**config.mk**
```make
export PLATFORM = sky130hd
export DESIGN_NAME = lcs_cell
export DESIGN_NICKNAME = d
export VERILOG_FILES = /design/src/rtl/core/lcs_pkg.sv /design/src/rtl/core/lcs_cell.sv
export SDC_FILE = /design/constraint.sdc
export NUM_CORES = 1
export LEC_CHECK = 0
export BUFFER_PORTS_ARGS = -buffer_cell sky130_fd_sc_hd__clkbuf_2
export CAP_MARGIN = 20
export CORE_AREA = 5 5 67 69
export CTS_CLUSTER_DIAMETER = 150
export CTS_CLUSTER_SIZE = 8
export DETAILED_ROUTE_END_ITERATION = 8
export DIE_AREA = 0 0 72 74
export PLACE_DENSITY = 0.8
export SYNTH_ARGS = -nofsm -noshare
export SYNTH_HDL_FRONTEND = slang
export SYNTH_SLANG_ARGS = --single-unit
```
**constraint.sdc**
```tcl
create_clock -name clk -period 5.7 [get_ports clk]
set_clock_uncertainty 0.05 [all_clocks]
set_input_delay 0.855 -clock clk [delete_from_list [all_inputs] [get_ports clk]]
set_output_delay 0.855 -clock clk [all_outputs]
set_load 0.005 [all_outputs]
```
**src/rtl/core/lcs_pkg.sv**
```systemverilog
package lcs_pkg;

    localparam int MAX_LEN = 128;
    localparam int SYM_W   = 8;
    localparam int LEN_W   = 8;
    // Row entries hold 0..MAX_LEN, counts hold 0..MAX_LEN
    localparam int ROW_W   = $clog2(MAX_LEN + 1);
    localparam int CNT_W   = $clog2(MAX_LEN + 1);

    typedef enum logic [1:0] {
        ACT_LOAD    = 2'd0,
        ACT_COMPARE = 2'd1,
        ACT_END     = 2'd2
    } action_t;

    // One streamed symbol on its way down the cell row
    typedef struct packed {
        logic             valid;
        logic [SYM_W-1:0] symbol;
        logic [ROW_W-1:0] diag;
        logic [ROW_W-1:0] left;
    } wave_t;

endpackage

```
**src/rtl/core/lcs_cell.sv**
```systemverilog
module lcs_cell import lcs_pkg::*;
(
    input  logic             clk,
    input  logic             rst_n,
    input  logic             clear,
    input  logic             load_en,
    input  logic [SYM_W-1:0] load_symbol,
    input  wave_t            wave_in,
    output wave_t            wave_out,
    output logic [ROW_W-1:0] row
);

    logic             valid_reg, valid_next;
    logic [SYM_W-1:0] symbol_reg, symbol_next;
    logic [ROW_W-1:0] row_reg, row_next;
    wave_t            wave_reg, wave_next;
    logic [ROW_W-1:0] cell_val;

    // An unloaded cell mirrors its left neighbor, so the last cell always
    // carries the entry of the last loaded column.
    always_comb
    begin
        if (!valid_reg)
            cell_val = wave_in.left;
        else if (symbol_reg == wave_in.symbol)
            cell_val = wave_in.diag + ROW_W'(1);
        else if (row_reg > wave_in.left)
            cell_val = row_reg;
        else
            cell_val = wave_in.left;
    end

    always_comb
    begin
        valid_next  = valid_reg;
        symbol_next = symbol_reg;
        row_next    = row_reg;
        wave_next   = wave_in;
        wave_next.diag = row_reg;
        wave_next.left = cell_val;
        if (clear)
        begin
            valid_next = 1'b0;
            row_next   = '0;
        end
        else if (load_en)
        begin
            valid_next  = 1'b1;
            symbol_next = load_symbol;
        end
        else if (wave_in.valid)
        begin
            row_next = cell_val;
        end
    end

    always_ff @(posedge clk or negedge rst_n)
    begin
        if (!rst_n)
        begin
            valid_reg <= 1'b0;
            row_reg   <= '0;
            wave_reg  <= '0;
        end
        else
        begin
            valid_reg <= valid_next;
            row_reg   <= row_next;
            wave_reg  <= wave_next;
        end
    end

    always_ff @(posedge clk)
    begin
        symbol_reg <= symbol_next;
    end

    assign wave_out = wave_reg;
    assign row      = row_reg;

endmodule

```
# == After elaboration in Yosys (flattened, before gate mapping) ==
# Index checks and enable logic that the tools add are counted.
# Widths: inputs -> output; s select.
# op_classes
eq_ne,2
bitwise_logic,1
order_cmp,1
n_addsub,1
mux,8
n_reduce_logical,4
# ops
operator,count
$mux 8,6
$add 8x1->8 const B,1
$eq 8x8->1,1
$gt 8x8->1,1
$reduce_and 2->1,2
$reduce_bool 2->1,2
$mux 1,2
$ne 2x2->1 const B,1
$not 1->1,1
# word_totals
input_bits,37
word_cells,24
reg_bits,42

# == Longest topological paths before layout ==
# depth
word_depth,7
depth_mapped,9

# == Worst setup path after synthesis ==
# Ideal clock, no wire load.
# synth_path
path_kind,input to register
start,in wave_in[1] (netlist name)
end,reg row_reg[1] (netlist: row[1])
setup_slack_ns,3.148
path_stages,9
arrival_ns,2.384
required_ns,5.532
n_path_buf,1
cell_sequence,inv_1 ha_1 nor2b_1 o211ai_1 a211o_1 a31o_1 buf_6 a32o_1 a21o_1
# synth_between
elab_chain_len,7
# synth_lines
item,line_no,source
start: declaration,lcs_cell.sv:8,"input wave_t wave_in,"
$gt 8x8->1,lcs_cell.sv:27,else if (row_reg > wave_in.left)
$mux 8,lcs_cell.sv:27,
$mux 8,lcs_cell.sv:25,else if (symbol_reg == wave_in.symbol)
$mux 8 (*),lcs_cell.sv:23,if (!valid_reg)
$mux 8 (*),lcs_cell.sv:51,else if (wave_in.valid)
$mux 8 (*),lcs_cell.sv:46,else if (load_en)
$mux 8 (*),lcs_cell.sv:41,if (clear)
end signal: assignment,lcs_cell.sv:68,row_reg <= row_next;
end: declaration,lcs_cell.sv:15,"logic [ROW_W-1:0] row_reg, row_next;"
# Mark *: on every way between the ends. The rest lies on a longest branch, timed or not. The select of a mux whose other input is x is not followed.
# A chain may end at the register's enable or synchronous reset.

# == Worst setup path in the final report ==
# layout_path
start,in wave_in[1] (netlist name)
end,reg row_reg[2] (netlist: row[2])
# layout_between
elab_chain_len,7
# layout_lines
item,line_no
$gt 8x8->1,lcs_cell.sv:27
$mux 8,lcs_cell.sv:27
$mux 8,lcs_cell.sv:25
$mux 8,lcs_cell.sv:23
$mux 8,lcs_cell.sv:51
$mux 8,lcs_cell.sv:46
$mux 8,lcs_cell.sv:41
# Every way passes these cells. The select of a mux whose other input is x is not followed.

==> results.yml <==
yosys:
  syn_avg_cell_area_sq_um: 11.3
  synth_seq_area_share: 0.582
  synthCells: 166
  ys_ff_latch: 42
  synth_warnings: 0
  synth_nets: 212
  synth.cell_area_sq_um: 1870
  synth_cell_types: 32
route:
  ant_nets: 0
  via_per_inst: 5.22
  wl_per_cell_um: 14.4
  firstDrtPassIters: 4
  drc: 0
  drt-total-wl_um: 4140
  drt_iter0_drc: 99
  vias: 1504
grt:
  grt.total_usage: 0.172
  overflow: 0
  antenna_found_initial: 0
  grt_pass1_wl_um: 6930
  grt_max_degree: 35
  grt_pass1_vias: 1523
critical_path:
  cp.arrival_ps: 2730
  cp_data_required_time_ps: 5820
  end_kind: "flip-flop"
  rr_startpoint: "row[1]$_DFFE_PN0P_"
  worstSetupStartpointType: "input pin"
  critPathLaunch: "wave_in[1]"
  critPathMaxFanout: 14
  crit_type: "input pin to flip-flop"
clock_tree:
  cts.repair.resized: 0
  worstSkewPairLatency_ps: 290
  cts_sinks: 42
  numCtsBuffers: 5
  cts_root_buffer: "clkbuf_8"
  cts_max_level: 2
  path_clk_slew_ps: 70
  post_cts_buffers: 0
  cts_tree: "done"
  cts.path.max_buffers: 2
  ctsHoldBuffers: 0
final_layout:
  nNetsFinal: 284
  drive_above_1_share: 0.328
  largest_reg_flops: 25
  final_area_sq_um: 2340
  seq_area_sq_um: 1090
  syn_to_final_growth_pct: 24.7
  nFillCells: 342
  multi_input_area_sq_um: 718
  diodes: 0
power_and_ir_drop:
  powerDensity_nw_per_um2: 250
  p_leak_nw: 1.21
  peakVddDrop_v: 0.000170
place:
  hpwl_um: 3180
  dp_slack_ps: 2790
  io_buffer_count: 69
  routabilityCongestion: 0.887
  place_area_sq_um: 2260
min_path:
  hold_start: "row[7]$_DFFE_PN0P_"
  hold_class: "flip-flop to flip-flop"
floorplanning:
  ioPinCount: 70
  core_sq_um: 3860
  rows: 23
  initial_utilization: 0.486
  die_x_um: 72
  die_area_sq_um: 5330
  die_h_um: 74
sta:
  fin_tns_setup_ps: 0
  max_freq_mhz: 384
  fin_crit_ps: 2610
  worstMarginPinSlew_ps: 819
  setup_viol_count_final: 0
  timing.final.ws_setup_ps: 3090
  hold_viol_final: 0
  finalCritPeriodShare: 0.457
  max_slew_margin: 0.454
  drv_slew: 0
  rsz0062_at_grt: "false"
outcome:
  status: "completed"
flow_run:
  cap_violations: 0
## critical path, stage by stage
cell and delay (ps):
clkbuf_2 110, inv_1 50, ha_1 280, nor2b_1 160, o211ai_1 100, a211o_1 330, a31o_1 350, and3_1 240
a211o_1 260
## routing by layer
metal | share of wire | up-vias | wire [um] | global-route usage
met5 | 0 | - | 0 | 0
met4 | 0.015 | 0 | 62 | 0.0689
met3 | 0.069 | 6 | 286 | 0.0527
met2 | 0.49 | 51 | 2010 | 0.285
met1 | 0.43 | 714 | 1780 | 0.213
li1 | - | 733 | - | -
## power breakdown
group	internal (mW)	total, mW	leakage [nW]	switching, mW
Sequential	0.323	0.332	0.504	0.00890
Clock	0.0821	0.174	0.0438	0.0917
Combinational	0.0360	0.0788	0.663	0.0428
Total	0.442	0.585	1.21	0.143
## path summary, 6_finish.rpt
check                                    endpoint  cells past startpoint  slack [ps]
setup reg to reg               row[2]$_DFFE_PN0P_                      7        3330
max in group asynchronous      row[4]$_DFFE_PN0P_                      1        4490
setup / recovery               row[2]$_DFFE_PN0P_                      9        3090
min in group asynchronous   wave_out[5]$_DFF_PN0_                      1         600
hold reg to reg            wave_out[15]$_DFF_PN0_                      0         420
hold / removal             wave_out[15]$_DFF_PN0_                      0         420
## layout by cell type, fill, tap and decap left out
master / instances
a31o_1: 1
a22o_1: 3
clkbuf_2: 69
xor2_1: 5
nor2b_1: 1
o22ai_1: 1
o21ai_1: 1
dfrtp_1: 34
a32o_1: 1
a211oi_1: 2
nand4_1: 4
clkinv_2: 2
and4_1: 1
a21oi_1: 9
xnor2_1: 9
a21o_1: 1
a211o_1: 5
nor2_1: 14
o21ai_0: 7
clkbuf_8: 5
a31o_2: 1
nand3_1: 8
a21oi_2: 1
ha_1: 9
and3_1: 7
o211ai_1: 3
inv_1: 11
nand2_1: 12
edfxtp_1: 8
or2_1: 1
a31oi_1: 2
## cell usage after synthesis
cell,n,area [sq um]
buf_1,1,3.75
o21ai_0,7,35.0
nor2b_1,1,6.26
nand4_1,4,25.0
o211ai_1,3,22.5
a21o_1,1,7.51
edfxtp_1,8,240
o21ai_1,1,5.00
ha_1,9,113
a211oi_1,2,15.0
buf_2,1,5.00
a31o_1,1,8.76
or2_1,1,6.26
nor2_1,14,52.6
o22ai_1,1,6.26
xnor2_1,9,78.8
a21oi_1,9,45.0
clkbuf_1,1,3.75
and3_1,7,43.8
a31oi_1,2,12.5
a21oi_2,1,8.76
a31o_2,1,8.76
buf_6,1,11.3
a211o_1,5,43.8
xor2_1,5,43.8
dfrtp_1,34,851
nand3_1,8,40.0
a22o_1,3,26.3
nand2_1,12,45.0
a32o_1,1,10.0
inv_1,11,41.3
and4_1,1,8.76
## cell families (layout without fill, tap and decap cells)
logic type      after synthesis  after routing  synth area share
buf+inv                      15             87            0.0347
compound gates               38             38             0.136
simple gates                 48             48             0.121
xor+xnor                     14             14            0.0654
fa+ha+maj                     9              9            0.0601
flops                        42             42             0.582
## cell type report
cell class                 instances  area share
clock buffer                       5      0.0294
multi-input combinational        109       0.307
timing repair buffer              69       0.148
tap                               50      0.0268
sequential                        42       0.467
inverter                          11      0.0177
clock inverter                     2     0.00428
## through the flow
step	instances	total power, mW	hold slack [ps]	utilization
6_report	288	0.585	420	0.606
5_1_grt	288	0.614	433	0.606
4_1_cts	288	0.593	415	0.606
3_5_place_dp	281	0.418	391	0.586
3_3_place_gp	281	0.416	394	0.586
2_1_floorplan	166	0.374	384	-
Note: power is estimated with default switching activity, not from simulation.
